==> src/hdl/ordered_unique_list_engine_assert.svh <==
// Assertion macros for the ordered list engine.
// Both macros sample on clk_i and are disabled while rst_ni is low.
`ifndef ORDERED_UNIQUE_LIST_ENGINE_ASSERT_SVH
`define ORDERED_UNIQUE_LIST_ENGINE_ASSERT_SVH
`ifndef NO_ASSERTIONS
`define OULE_ASSERT(lbl, prop) \
  lbl: assert property (@(posedge clk_i) disable iff (!rst_ni) (prop)) \
    else $error("ordered list engine: assertion failed");
`define OULE_ASSERT_NEXT(lbl, pre, post) \
  lbl: assert property (@(posedge clk_i) disable iff (!rst_ni) (pre) |=> (post)) \
    else $error("ordered list engine: assertion failed");
`else
`define OULE_ASSERT(lbl, prop)
`define OULE_ASSERT_NEXT(lbl, pre, post)
`endif
`endif

==> src/hdl/oule_pkg.sv <==
package oule_pkg;

  localparam int CAPACITY = 32;
  localparam int CNT_W    = $clog2(CAPACITY + 1);
  localparam int IDX_W    = $clog2(CAPACITY);

  localparam int VALUE_W  = 32;
  localparam int POS_W    = 6;
  localparam int COUNT_W  = 6;
  localparam int CMD_W    = 3;
  localparam int STATUS_W = 3;

  localparam int IN_TDATA_W  = ((VALUE_W + POS_W + 7) / 8) * 8;
  localparam int OUT_TDATA_W = ((VALUE_W + COUNT_W + 7) / 8) * 8;

  // Wide enough to compare a position against count + 1 without overflow.
  localparam int CMP_W = ((POS_W > CNT_W) ? POS_W : CNT_W) + 1;

  typedef logic signed [VALUE_W-1:0] value_t;

  localparam logic [CMD_W-1:0] CMD_INS_HEAD = 3'd0;
  localparam logic [CMD_W-1:0] CMD_INS_TAIL = 3'd1;
  localparam logic [CMD_W-1:0] CMD_INS_POS  = 3'd2;
  localparam logic [CMD_W-1:0] CMD_DEL_HEAD = 3'd3;
  localparam logic [CMD_W-1:0] CMD_DEL_TAIL = 3'd4;
  localparam logic [CMD_W-1:0] CMD_DEL_POS  = 3'd5;
  localparam logic [CMD_W-1:0] CMD_READ     = 3'd6;

  localparam logic [STATUS_W-1:0] ST_OK     = 3'd0;
  localparam logic [STATUS_W-1:0] ST_DUP    = 3'd1;
  localparam logic [STATUS_W-1:0] ST_BADPOS = 3'd2;
  localparam logic [STATUS_W-1:0] ST_FULL   = 3'd3;
  localparam logic [STATUS_W-1:0] ST_EMPTY  = 3'd4;

  typedef enum logic [1:0] {
    CELL_HOLD,
    CELL_INS,
    CELL_DEL,
    CELL_ROT
  } cell_op_e;

  // Broadcast from the controller to every cell.
  typedef struct packed {
    cell_op_e         op;
    logic [IDX_W-1:0] sel;
    logic [CNT_W-1:0] count;
    value_t           value;
  } cell_ctrl_t;

endpackage

==> src/hdl/oule_cell.sv <==
module oule_cell (
  input  logic                     clk_i,
  input  oule_pkg::cell_ctrl_t     ctrl_i,
  input  logic [oule_pkg::IDX_W-1:0] idx_i,
  input  oule_pkg::value_t         left_i,
  input  oule_pkg::value_t         right_i,
  input  oule_pkg::value_t         head_i,
  output oule_pkg::value_t         value_o,
  output logic                     match_o
);

  oule_pkg::value_t               value_d, value_q;
  logic [oule_pkg::CNT_W-1:0]     idx_ext;

  assign idx_ext = oule_pkg::CNT_W'(idx_i);

  always_comb begin
    value_d = value_q;
    case (ctrl_i.op)
      oule_pkg::CELL_INS: begin
        // open a gap at sel: cells past it take their left neighbor
        if (idx_i > ctrl_i.sel) begin
          value_d = left_i;
        end else if (idx_i == ctrl_i.sel) begin
          value_d = ctrl_i.value;
        end
      end
      oule_pkg::CELL_DEL: begin
        if (idx_i >= ctrl_i.sel) begin
          value_d = right_i;
        end
      end
      oule_pkg::CELL_ROT: begin
        // rotate the occupied part: the head value wraps around to the tail cell
        if ((idx_ext + oule_pkg::CNT_W'(1)) == ctrl_i.count) begin
          value_d = head_i;
        end else begin
          value_d = right_i;
        end
      end
      default: value_d = value_q;
    endcase
  end

  always_ff @(posedge clk_i) begin
    value_q <= value_d;
  end

  assign value_o = value_q;
  assign match_o = (value_q == ctrl_i.value) && (idx_ext < ctrl_i.count);

endmodule

==> src/hdl/oule_cell_chain.sv <==
module oule_cell_chain (
  input  logic                          clk_i,
  input  oule_pkg::cell_ctrl_t          ctrl_i,
  output oule_pkg::value_t              head_o,
  output logic [oule_pkg::CAPACITY-1:0] match_o
);

  oule_pkg::value_t cell_val [oule_pkg::CAPACITY];

  for (genvar i = 0; i < oule_pkg::CAPACITY; i++) begin : g_cell
    oule_pkg::value_t left_val, right_val;

    if (i == 0) begin : g_first
      assign left_val = ctrl_i.value;
    end else begin : g_mid_l
      assign left_val = cell_val[i-1];
    end

    if (i == oule_pkg::CAPACITY - 1) begin : g_last
      assign right_val = cell_val[0];
    end else begin : g_mid_r
      assign right_val = cell_val[i+1];
    end

    oule_cell u_cell (
      .clk_i   (clk_i),
      .ctrl_i  (ctrl_i),
      .idx_i   (oule_pkg::IDX_W'(i)),
      .left_i  (left_val),
      .right_i (right_val),
      .head_i  (cell_val[0]),
      .value_o (cell_val[i]),
      .match_o (match_o[i])
    );
  end

  assign head_o = cell_val[0];

endmodule

==> src/hdl/ordered_unique_list_engine.sv <==
// Channel   Dir  Fields (tuser | tdata low to high | tlast)
// s_axis    in   cmd | value, position | -
// m_axis    out  status | element, count | last
//
// Insert and delete are accepted in S_IDLE; in S_EXEC the cell row then compares for
// duplicates (on insert only) and shifts by one place.
// Readout is accepted in S_IDLE, starts in S_EXEC, then emits one element per cycle in S_READ
// while m_axis is free, the row rotating one place per element so its order is restored at the end.
// Reset clears the control state and the element count; cell contents stay undefined.
// A stalled m_axis holds the pending shift or rotation until the result slot frees.
`include "ordered_unique_list_engine_assert.svh"

module ordered_unique_list_engine (
  input  logic                               clk_i,
  input  logic                               rst_ni,
  input  logic                               s_axis_tvalid,
  output logic                               s_axis_tready,
  // [31:0] value, [37:32] position, upper bits zero
  input  logic [oule_pkg::IN_TDATA_W-1:0]    s_axis_tdata,
  // [2:0] cmd
  input  logic [oule_pkg::CMD_W-1:0]         s_axis_tuser,
  output logic                               m_axis_tvalid,
  input  logic                               m_axis_tready,
  // [31:0] element, [37:32] count, upper bits zero
  output logic [oule_pkg::OUT_TDATA_W-1:0]   m_axis_tdata,
  // [2:0] status
  output logic [oule_pkg::STATUS_W-1:0]      m_axis_tuser,
  output logic                               m_axis_tlast
);

  localparam logic [1:0] S_IDLE = 2'd0;
  localparam logic [1:0] S_EXEC = 2'd1;
  localparam logic [1:0] S_READ = 2'd2;

  logic [1:0]                      state_d, state_q;
  logic [oule_pkg::CMD_W-1:0]      cmd_d, cmd_q;
  oule_pkg::value_t                val_d, val_q;
  logic [oule_pkg::POS_W-1:0]      pos_d, pos_q;
  logic [oule_pkg::CNT_W-1:0]      count_d, count_q;
  logic [oule_pkg::CNT_W-1:0]      rd_left_d, rd_left_q;

  logic                            out_valid_d, out_valid_q;
  logic [oule_pkg::STATUS_W-1:0]   out_status_d, out_status_q;
  oule_pkg::value_t                out_elem_d, out_elem_q;
  logic [oule_pkg::COUNT_W-1:0]    out_count_d, out_count_q;
  logic                            out_last_d, out_last_q;

  oule_pkg::cell_ctrl_t            cell_ctrl;
  oule_pkg::value_t                head_val;
  logic [oule_pkg::CAPACITY-1:0]   match;

  logic                            out_free;
  logic                            emit;
  logic                            dup;
  logic                            full;
  logic                            ins_pos_ok;
  logic                            del_pos_ok;
  logic [oule_pkg::CMP_W-1:0]      pos_ext;
  logic [oule_pkg::CMP_W-1:0]      cnt_ext;
  logic [oule_pkg::IDX_W-1:0]      pos_idx;

  oule_cell_chain u_chain (
    .clk_i   (clk_i),
    .ctrl_i  (cell_ctrl),
    .head_o  (head_val),
    .match_o (match)
  );

  assign s_axis_tready = (state_q == S_IDLE);
  assign out_free      = !out_valid_q || m_axis_tready;

  assign dup        = |match;
  assign full       = (count_q >= oule_pkg::CNT_W'(oule_pkg::CAPACITY));
  assign pos_ext    = oule_pkg::CMP_W'(pos_q);
  assign cnt_ext    = oule_pkg::CMP_W'(count_q);
  assign ins_pos_ok = (pos_ext != '0) && (pos_ext <= cnt_ext + oule_pkg::CMP_W'(1));
  assign del_pos_ok = (pos_ext != '0) && (pos_ext <= cnt_ext);
  assign pos_idx    = oule_pkg::IDX_W'(pos_ext - oule_pkg::CMP_W'(1));

  always_comb begin
    state_d         = state_q;
    cmd_d           = cmd_q;
    val_d           = val_q;
    pos_d           = pos_q;
    count_d         = count_q;
    rd_left_d       = rd_left_q;
    emit            = 1'b0;
    out_status_d    = oule_pkg::ST_OK;
    out_elem_d      = '0;
    out_last_d      = 1'b1;
    cell_ctrl.op    = oule_pkg::CELL_HOLD;
    cell_ctrl.sel   = '0;
    cell_ctrl.count = count_q;
    cell_ctrl.value = val_q;

    unique case (state_q)
      S_IDLE: begin
        if (s_axis_tvalid) begin
          cmd_d   = s_axis_tuser;
          val_d   = oule_pkg::value_t'(s_axis_tdata[oule_pkg::VALUE_W-1:0]);
          pos_d   = s_axis_tdata[oule_pkg::VALUE_W +: oule_pkg::POS_W];
          state_d = S_EXEC;
        end
      end
      S_EXEC: begin
        unique case (cmd_q) inside
          oule_pkg::CMD_INS_HEAD, oule_pkg::CMD_INS_TAIL, oule_pkg::CMD_INS_POS: begin
            if (out_free) begin
              emit    = 1'b1;
              state_d = S_IDLE;
              if (dup) begin
                out_status_d = oule_pkg::ST_DUP;
              end else if (full) begin
                out_status_d = oule_pkg::ST_FULL;
              end else if ((cmd_q == oule_pkg::CMD_INS_POS) && !ins_pos_ok) begin
                out_status_d = oule_pkg::ST_BADPOS;
              end else begin
                cell_ctrl.op = oule_pkg::CELL_INS;
                if (cmd_q == oule_pkg::CMD_INS_HEAD) begin
                  cell_ctrl.sel = '0;
                end else if (cmd_q == oule_pkg::CMD_INS_TAIL) begin
                  cell_ctrl.sel = oule_pkg::IDX_W'(count_q);
                end else begin
                  cell_ctrl.sel = pos_idx;
                end
                count_d = count_q + oule_pkg::CNT_W'(1);
              end
            end
          end
          oule_pkg::CMD_DEL_HEAD, oule_pkg::CMD_DEL_TAIL, oule_pkg::CMD_DEL_POS: begin
            if (out_free) begin
              emit    = 1'b1;
              state_d = S_IDLE;
              if (count_q == '0) begin
                out_status_d = oule_pkg::ST_EMPTY;
              end else if ((cmd_q == oule_pkg::CMD_DEL_POS) && !del_pos_ok) begin
                out_status_d = oule_pkg::ST_BADPOS;
              end else begin
                cell_ctrl.op = oule_pkg::CELL_DEL;
                if (cmd_q == oule_pkg::CMD_DEL_HEAD) begin
                  cell_ctrl.sel = '0;
                end else if (cmd_q == oule_pkg::CMD_DEL_TAIL) begin
                  cell_ctrl.sel = oule_pkg::IDX_W'(count_q - oule_pkg::CNT_W'(1));
                end else begin
                  cell_ctrl.sel = pos_idx;
                end
                count_d = count_q - oule_pkg::CNT_W'(1);
              end
            end
          end
          oule_pkg::CMD_READ: begin
            if (count_q == '0) begin
              if (out_free) begin
                emit         = 1'b1;
                out_status_d = oule_pkg::ST_EMPTY;
                state_d      = S_IDLE;
              end
            end else begin
              rd_left_d = count_q;
              state_d   = S_READ;
            end
          end
          default: begin
            // unused command: drop it
            state_d = S_IDLE;
          end
        endcase
      end
      S_READ: begin
        if (out_free) begin
          emit         = 1'b1;
          out_elem_d   = head_val;
          out_last_d   = (rd_left_q == oule_pkg::CNT_W'(1));
          cell_ctrl.op = oule_pkg::CELL_ROT;
          rd_left_d    = rd_left_q - oule_pkg::CNT_W'(1);
          if (rd_left_q == oule_pkg::CNT_W'(1)) begin
            state_d = S_IDLE;
          end
        end
      end
      default: state_d = S_IDLE;
    endcase

    out_count_d = oule_pkg::COUNT_W'(count_d);

    if (emit) begin
      out_valid_d = 1'b1;
    end else if (m_axis_tready) begin
      out_valid_d = 1'b0;
    end else begin
      out_valid_d = out_valid_q;
    end
  end

  always_ff @(posedge clk_i or negedge rst_ni) begin
    if (!rst_ni) begin
      state_q     <= S_IDLE;
      count_q     <= '0;
      rd_left_q   <= '0;
      out_valid_q <= 1'b0;
    end else begin
      state_q     <= state_d;
      count_q     <= count_d;
      rd_left_q   <= rd_left_d;
      out_valid_q <= out_valid_d;
    end
  end

  always_ff @(posedge clk_i) begin
    cmd_q <= cmd_d;
    val_q <= val_d;
    pos_q <= pos_d;
    if (emit) begin
      out_status_q <= out_status_d;
      out_elem_q   <= out_elem_d;
      out_count_q  <= out_count_d;
      out_last_q   <= out_last_d;
    end
  end

  assign m_axis_tvalid = out_valid_q;
  assign m_axis_tuser  = out_status_q;
  assign m_axis_tlast  = out_last_q;
  assign m_axis_tdata  = {{(oule_pkg::OUT_TDATA_W - oule_pkg::VALUE_W - oule_pkg::COUNT_W){1'b0}},
                          out_count_q, out_elem_q};

  `OULE_ASSERT(a_count_bound, count_q <= oule_pkg::CNT_W'(oule_pkg::CAPACITY))
  `OULE_ASSERT(a_count_step,
               (count_q == $past(count_q)) ||
               (count_q == $past(count_q) + oule_pkg::CNT_W'(1)) ||
               (count_q + oule_pkg::CNT_W'(1) == $past(count_q)))
  `OULE_ASSERT(a_read_count_stable, (state_q == S_READ) |-> $stable(count_q))
  `OULE_ASSERT_NEXT(a_read_ends,
                    (state_q == S_READ) && (rd_left_q == oule_pkg::CNT_W'(1)) && out_free,
                    state_q == S_IDLE)

endmodule
==> config.mk <==
export PLATFORM = sky130hd
export DESIGN_NAME = ordered_unique_list_engine
export DESIGN_NICKNAME = d
export VERILOG_FILES = /design/src/hdl/oule_pkg.sv /design/src/hdl/oule_cell.sv /design/src/hdl/oule_cell_chain.sv /design/src/hdl/ordered_unique_list_engine.sv
export VERILOG_INCLUDE_DIRS = /design/src /design/src/hdl
export SDC_FILE = /design/constraint.sdc
export NUM_CORES = 2
export LEC_CHECK = 0
export BUFFER_PORTS_ARGS = -buffer_cell sky130_fd_sc_hd__buf_2
export CAP_MARGIN = 25
export CORE_MARGIN = 2
export CORE_UTILIZATION = 40
export DETAILED_ROUTE_END_ITERATION = 16
export GPL_ROUTABILITY_DRIVEN = 0
export HOLD_SLACK_MARGIN = 0.03
export PLACE_DENSITY = 0.54
export SLEW_MARGIN = 20
export SYNTH_ARGS = -nofsm -noshare
export SYNTH_HDL_FRONTEND = slang
export SYNTH_HIERARCHICAL = 1
export SYNTH_SLANG_ARGS = --single-unit
export TNS_END_PERCENT = 100
==> constraint.sdc <==
create_clock -name clk_i -period 11.47 [get_ports clk_i]
set_clock_uncertainty 0.2 [all_clocks]
set_input_delay 1.147 -clock clk_i [delete_from_list [all_inputs] [get_ports clk_i]]
set_output_delay 1.147 -clock clk_i [all_outputs]
set_load 0.03 [all_outputs]
# Word level (Yosys, flattened, before mapping)
# Index checks and enable logic that the tools add are counted.
dict set report op_classes {
  add_sub_neg 5
  order_cmp 99
  n_eq_ne 176
  muxes 210
  n_reduce_logical 88
}
# cell count
set op_table {}
lappend op_table {{two-way mux 32 bit} 127}
lappend op_table {{one-hot mux 32 bit (3 select lines)} 32}
lappend op_table {{== test 32 bit} 32}
lappend op_table {{== test 5 x 6 -> 1 bit (first input constant)} 16}
lappend op_table {{less-than comparator 5 x 6 -> 1 bit (first input constant)} 16}
lappend op_table {{!= test 3 bit (second input constant)} 32}
lappend op_table {{AND reduction 3 bit} 32}
lappend op_table {{two-way mux 6 bit} 14}
lappend op_table {{== test 5 bit (first input constant)} 16}
lappend op_table {{greater-or-equal comparator 5 bit (first input constant)} 16}
lappend op_table {{greater-than comparator 5 bit (first input constant)} 16}
lappend op_table {{!= test 2 bit (second input constant)} 38}
lappend op_table {{== test 4 x 6 -> 1 bit (first input constant)} 8}
lappend op_table {{less-than comparator 4 x 6 -> 1 bit (first input constant)} 8}
lappend op_table {{== test 4 x 5 -> 1 bit (first input constant)} 8}
lappend op_table {{greater-or-equal comparator 4 x 5 -> 1 bit (first input constant)} 8}
lappend op_table {{greater-than comparator 4 x 5 -> 1 bit (first input constant)} 8}
lappend op_table {{logical AND 1 bit} 36}
lappend op_table {{OR reduction 32 bit} 1}
lappend op_table {{two-way mux 7 bit} 4}
lappend op_table {{two-way mux 5 bit} 5}
lappend op_table {{== test 3 x 6 -> 1 bit (first input constant)} 4}
lappend op_table {{less-than comparator 3 x 6 -> 1 bit (first input constant)} 4}
lappend op_table {{one-hot mux 6 bit (2 select lines)} 2}
lappend op_table {{other kinds (47)} 95}
dict set report word_totals {
  reg_bits 1122
  input_bits 47
  output_inout_bits 46
  wordCells 621
}

# Logic depth before layout (Yosys ltp)
dict set report logic_depth {
  word_depth 15
  depth_mapped 22
}

# Hierarchy
# Netlist, hierarchy kept.
# module instances cells_each area_each_um2 seq_area_each_um2
set by_module_without_submodules {}
lappend by_module_without_submodules {{oule_cell (u_chain.g_cell[22].u_cell ...)} 18 227 2741.4 960.9}
lappend by_module_without_submodules {{oule_cell (u_chain.g_cell[0].u_cell ...)} 13 228 2733.9 960.9}
lappend by_module_without_submodules {ordered_unique_list_engine 1 398 4785.8 2867.8}
lappend by_module_without_submodules {{oule_cell (u_chain.g_cell[15].u_cell)} 1 307 2847.7 960.9}
lappend by_module_without_submodules {oule_cell_chain 1 2 7.5 0.0}

# Least setup slack after synthesis
# Ideal clock, no wire load.
dict set report synth_path {
  kind {register -> register}
  from {register count_q[1] in the netlist's numbering}
  to {register u_chain.g_cell[22].u_cell.value_q[0] (enable)}
  arrival_ns 7.494
  required_time_ns 10.859
  path_slack_ns 3.365
  stages_incl_launch_ff 17
  n_path_buf 0
  cell_sequence {dfrtp_1 -> nand3_1 -> or3_1 -> xnor2_1 -> ha_1 -> a21o_1 -> nor3_1 -> a311oi_1 -> a311o_1 -> or2_0 -> or4_4 -> o22ai_1 -> ha_1 -> nor2b_1 -> o21ai_0 -> nand3_1 -> maj3_1}
}
# item line_no
set synth_rtl {}
lappend synth_rtl {{from (decl)} ordered_unique_list_engine.sv:39} ;# logic [oule_pkg::CNT_W-1:0] count_d, count_q;
lappend synth_rtl {{from (signal assigned)} ordered_unique_list_engine.sv:203} ;# count_q <= count_d;
lappend synth_rtl {{to (signal assigned)} oule_cell.sv:46} ;# value_q <= value_d;
lappend synth_rtl {{to (decl)} oule_cell.sv:12} ;# oule_pkg::value_t value_d, value_q;

==> results summary <==
The count of filler cells inserted in the layout is 21300. The number of clock buffers inserted by TritonCTS is 143. The maximum operating frequency came out at 105 MHz. For this run, the total global-route usage over all layers was measured as 0.299. The post-synthesis sequential element count came out at 1122.

The utilization after layout is 0.457. The mapped netlist covers 92500 µm². The number of enable-type register cells in the synthesized netlist is 1107. The number of cells produced by synthesis is 7757. The share of total power dissipated in sequential elements is 0.333. In the final layout, flip-flops and latches occupy 33600 µm². The total count of hold-check failures in the final report came out at 0. The number of buffers inserted by port buffering came out at 88. Across the VDD grid, the largest voltage drop is 190 µV. The worst slew margin relative to its limit came out at 0.178.

The path class of the tightest hold or removal check is in -> reg. The warning count from the yosys run is 6. The register area share after synthesis is 0.363. The number of different library cells in the post-synthesis netlist came out at 76. The clock latency on the worst-skew pair came out at 0.82 ns.

The post-layout net count is 9126. For this run, the detailed router's first-pass iteration total came to 6. The number of gates resized after cts came out at 0. The number of clock sinks came out at 1122. For this design the ratio of total power to cell area is 224 nW/µm².

The die width came out at 485 µm. In the final layout, the multi-input gates occupy 58800 µm². The kind of end point of the critical path is a flip-flop. The iteration-0 DRC count of the detailed router is 7785. The max-slew violation count is 0. The reported net switching power is 10.4 mW. The clock network fraction of design power came out at 0.188. The clock transition at the registers of the reported paths came out at 0.06 ns.

The routed wire length came out at 361 mm. The first global-routing pass estimated 514 mm of wire. The commonest cells after synthesis are sky130_fd_sc_hd__mux2i_1, sky130_fd_sc_hd__edfxtp_1, sky130_fd_sc_hd__xor2_1. In the final layout, the share of cells above drive strength 1 is 0.0815.

The slew at the pin with the worst max-slew slack is 1.23 ns. The share of total power dissipated in combinational logic is 0.479. Subtracting the final worst setup slack from the clock period gives 9.55 ns. The per-cell routed wire length is 30.5 µm. The TritonCTS clock tree is yes.

Setup violations remaining at the end of the flow were counted as 0. The die covers 235000 µm². The type of element launching the critical path is a flip-flop. The setup path with the least slack is of type reg -> reg.

The most used flip-flop cell after synthesis is sky130_fd_sc_hd__edfxtp_1. The area share of the largest cell type after synthesis came out at 0.359. The data arrival time of the worst path came out at 9.86 ns. Of the available clock period, the critical path in the final layout requires 0.833. The residual antenna-violating net count after detailed routing is 0. The via count of the first global-routing pass is 68800. The post-place instance area came out at 101000 µm².

By area the synthesized netlist is led by sky130_fd_sc_hd__edfxtp_1, sky130_fd_sc_hd__mux2i_1, sky130_fd_sc_hd__xor2_1. The final hold slack came out at 0.298 ns. By instance count, the leading cell after synthesis is sky130_fd_sc_hd__mux2i_1. The worst-path maximum fanout came out at 27. The die extent in y came out at 485 µm. Setup repair after global routing left no endpoint under its margin. After floorplanning, the core was divided into 176 placement rows. The reported max-cap violation count is 0. Clock tree synthesis selected as its root buffer the cell sky130_fd_sc_hd__clkbuf_16.

The H-tree depth is 4. The initial antenna violation count was 17. The required time reported for the critical path endpoint came out at 11.77 ns. The analysis attributes to cell leakage a power of 44.7 nW. The synthesis-to-finish area growth came out at 13.6%. Summed over all instances, the cell type with the most area after synthesis is sky130_fd_sc_hd__edfxtp_1. The I/O pin count came out at 93. For this run, design rule violations remaining after detail routing come to 0. The starting utilization of the core area came out at 0.402. The pin count of the biggest net entering global routing came out at 142.

The async set-or-reset flop fraction in the synthesized netlist is 0.0134. Across all layers, the routed design uses 69500 vias. The core area came out at 230000 µm². The average cell area after synthesis is 11.9 µm². Detailed placement finished with a half-perimeter wire length of 254 mm. The internal portion of the total power is 13.1 mW. The run finished with clean final reports. Once layout is done, the placed cells without fillers occupy 105000 µm². The fraction of power spent switching nets came out at 0.441. The setup TNS came out at 0 ns.

The overflow left after global routing came out at 0. The mean number of vias per cell is 5.87. The maximum root-to-sink buffer count is 3.
## layout by cell type, fill, tap and decap left out, drive strengths merged, types with 5 or more instances in the layout
cell type,Yosys,final
o21ai,80,80
xor2,1090,1090
nor2b,75,75
edfxtp,1107,1107
a2111oi,14,14
nand4b,13,13
a31oi,55,55
inv,306,310
o211ai,35,35
buf,237,386
or3,6,6
nor4,268,268
a22oi,20,20
clkbuf,121,187
ha,373,373
conb,3,778
mux2i,2999,2999
nand3,132,132
xnor3,13,13
bufinv,0,5
o21a,34,34
nor2,44,44
xor3,18,18
nor3,45,45
a21oi,120,120
o2111ai,21,21
nor4b,18,18
and4,20,20
and3,97,97
nand2,22,22
clkinv,0,58
a21boi,32,32
maj3,32,32
mux2,12,12
a31o,13,13
and2,6,6
nand4,82,82
dfrtp,15,15
a21o,33,33
xnor2,106,106
## logic make-up (layout without fill, tap and decap cells)
family / Yosys count / in the layout / synth area share
buf+inv: 664 / 950 / 0.0364
mux: 3011 / 3011 / 0.326
flops: 1122 / 1122 / 0.363
fa+ha+maj: 405 / 405 / 0.0539
simple gates: 845 / 845 / 0.0587
xor+xnor: 1227 / 1227 / 0.121
compound gates: 480 / 480 / 0.0406
other cells: 3 / 782 / 0.000122
## power by group through the flow
stage                     registers (mW)  logic [mW]  clock network [mW]
after floorplan                     7.71        6.97                   0
after CTS                           7.77        11.0                4.49
after detailed placement            7.85        11.0                   0
final                               7.83        11.3                4.43
after global placement              7.86        10.7                   0
after global routing                7.88        12.0                4.63
## final timing paths
kind / start / to / slack [ns] / cells past startpoint
max in group asynchronous: rst_ni / count_q[3]$_DFF_PN0_ / 10.20 / 2
min in group asynchronous: rst_ni / m_axis_tvalid$_DFFE_PN0P_ / 0.58 / 2
max reg2reg: count_q[3]$_DFF_PN0_ / u_chain/g_cell[7].u_cell/value_o[31]$_DFFE_PP_ / 1.92 / 21
min: s_axis_tdata[26] / val_q[26]$_DFFE_PP_ / 0.30 / 1
max: count_q[3]$_DFF_PN0_ / u_chain/g_cell[7].u_cell/value_o[31]$_DFFE_PP_ / 1.92 / 21
min reg2reg: rd_left_q[1]$_DFFE_PN0P_ / rd_left_q[1]$_DFFE_PN0P_ / 0.31 / 2
## sequential cells by signal, indices dropped and copies added (netlist names)
name,cells
count_q,6
out_count_q,6
u_chain/g_cell.u_cell/value_o,1024
out_elem_q,32
pos_q,6
state_q,2
m_axis_tvalid,1
m_axis_tlast,1
rd_left_q,6
m_axis_tuser,3
cmd_q,3
val_q,32
## stage by stage
step / setup WS, ns / instances / power (mW)
global route: 1.95 / 11800 / 24.5
floorplan: 3.36 / 8532 / 14.7
detailed placement: 2.12 / 11600 / 18.8
finish: 1.92 / 11800 / 23.5
CTS: 2.04 / 11800 / 23.3
global placement: 2.10 / 11600 / 18.5
## area by class of cell
| class | count | share of cell area |
|---|---|---|
| clock buffers | 187 | 0.0372 |
| inverters | 306 | 0.0109 |
| well taps | 3026 | 0.0360 |
| clock inverters | 70 | 0.00444 |
| flip-flops and latches | 1122 | 0.320 |
| repair buffers | 387 | 0.0315 |
| multi-input cells | 6746 | 0.560 |
| diodes | 4 | 0.0000952 |
## repair_timing
item / 4_1_cts / 5_1_grt
setup buffers: 0 / 0
hold buffers: 1 / 0
endpoints found under the hold margin: 15 / 0
## critical path, stage by stage, from the launching register on
cell,delay [ns]
sky130_fd_sc_hd__dfrtp_4,0.74
sky130_fd_sc_hd__buf_4,0.49
sky130_fd_sc_hd__inv_1,0.11
sky130_fd_sc_hd__ha_1,0.29
sky130_fd_sc_hd__o211ai_1,0.08
sky130_fd_sc_hd__a21oi_1,0.50
sky130_fd_sc_hd__nor3_1,0.26
sky130_fd_sc_hd__nor4_2,0.99
sky130_fd_sc_hd__nand4_1,0.68
sky130_fd_sc_hd__or3_1,0.69
sky130_fd_sc_hd__or2_0,0.30
sky130_fd_sc_hd__or4_4,0.58
sky130_fd_sc_hd__o21ai_4,0.52
sky130_fd_sc_hd__buf_12,0.27
sky130_fd_sc_hd__inv_1,0.08
sky130_fd_sc_hd__ha_1,0.27
sky130_fd_sc_hd__and3_1,0.16
sky130_fd_sc_hd__o21ai_0,0.18
sky130_fd_sc_hd__a21boi_4,0.60
sky130_fd_sc_hd__buf_4,0.41
sky130_fd_sc_hd__mux2i_1,0.56
sky130_fd_sc_hd__mux2i_1,0.14
## routing by layer
metal	GRT usage	up-vias	wire length, µm
li1	-	30500	-
met1	0.420	35400	160000
met2	0.437	3071	152000
met3	0.0733	573	33900
met4	0.119	8	15600
met5	0	-	51
Power figures use the tool's default switching activity.
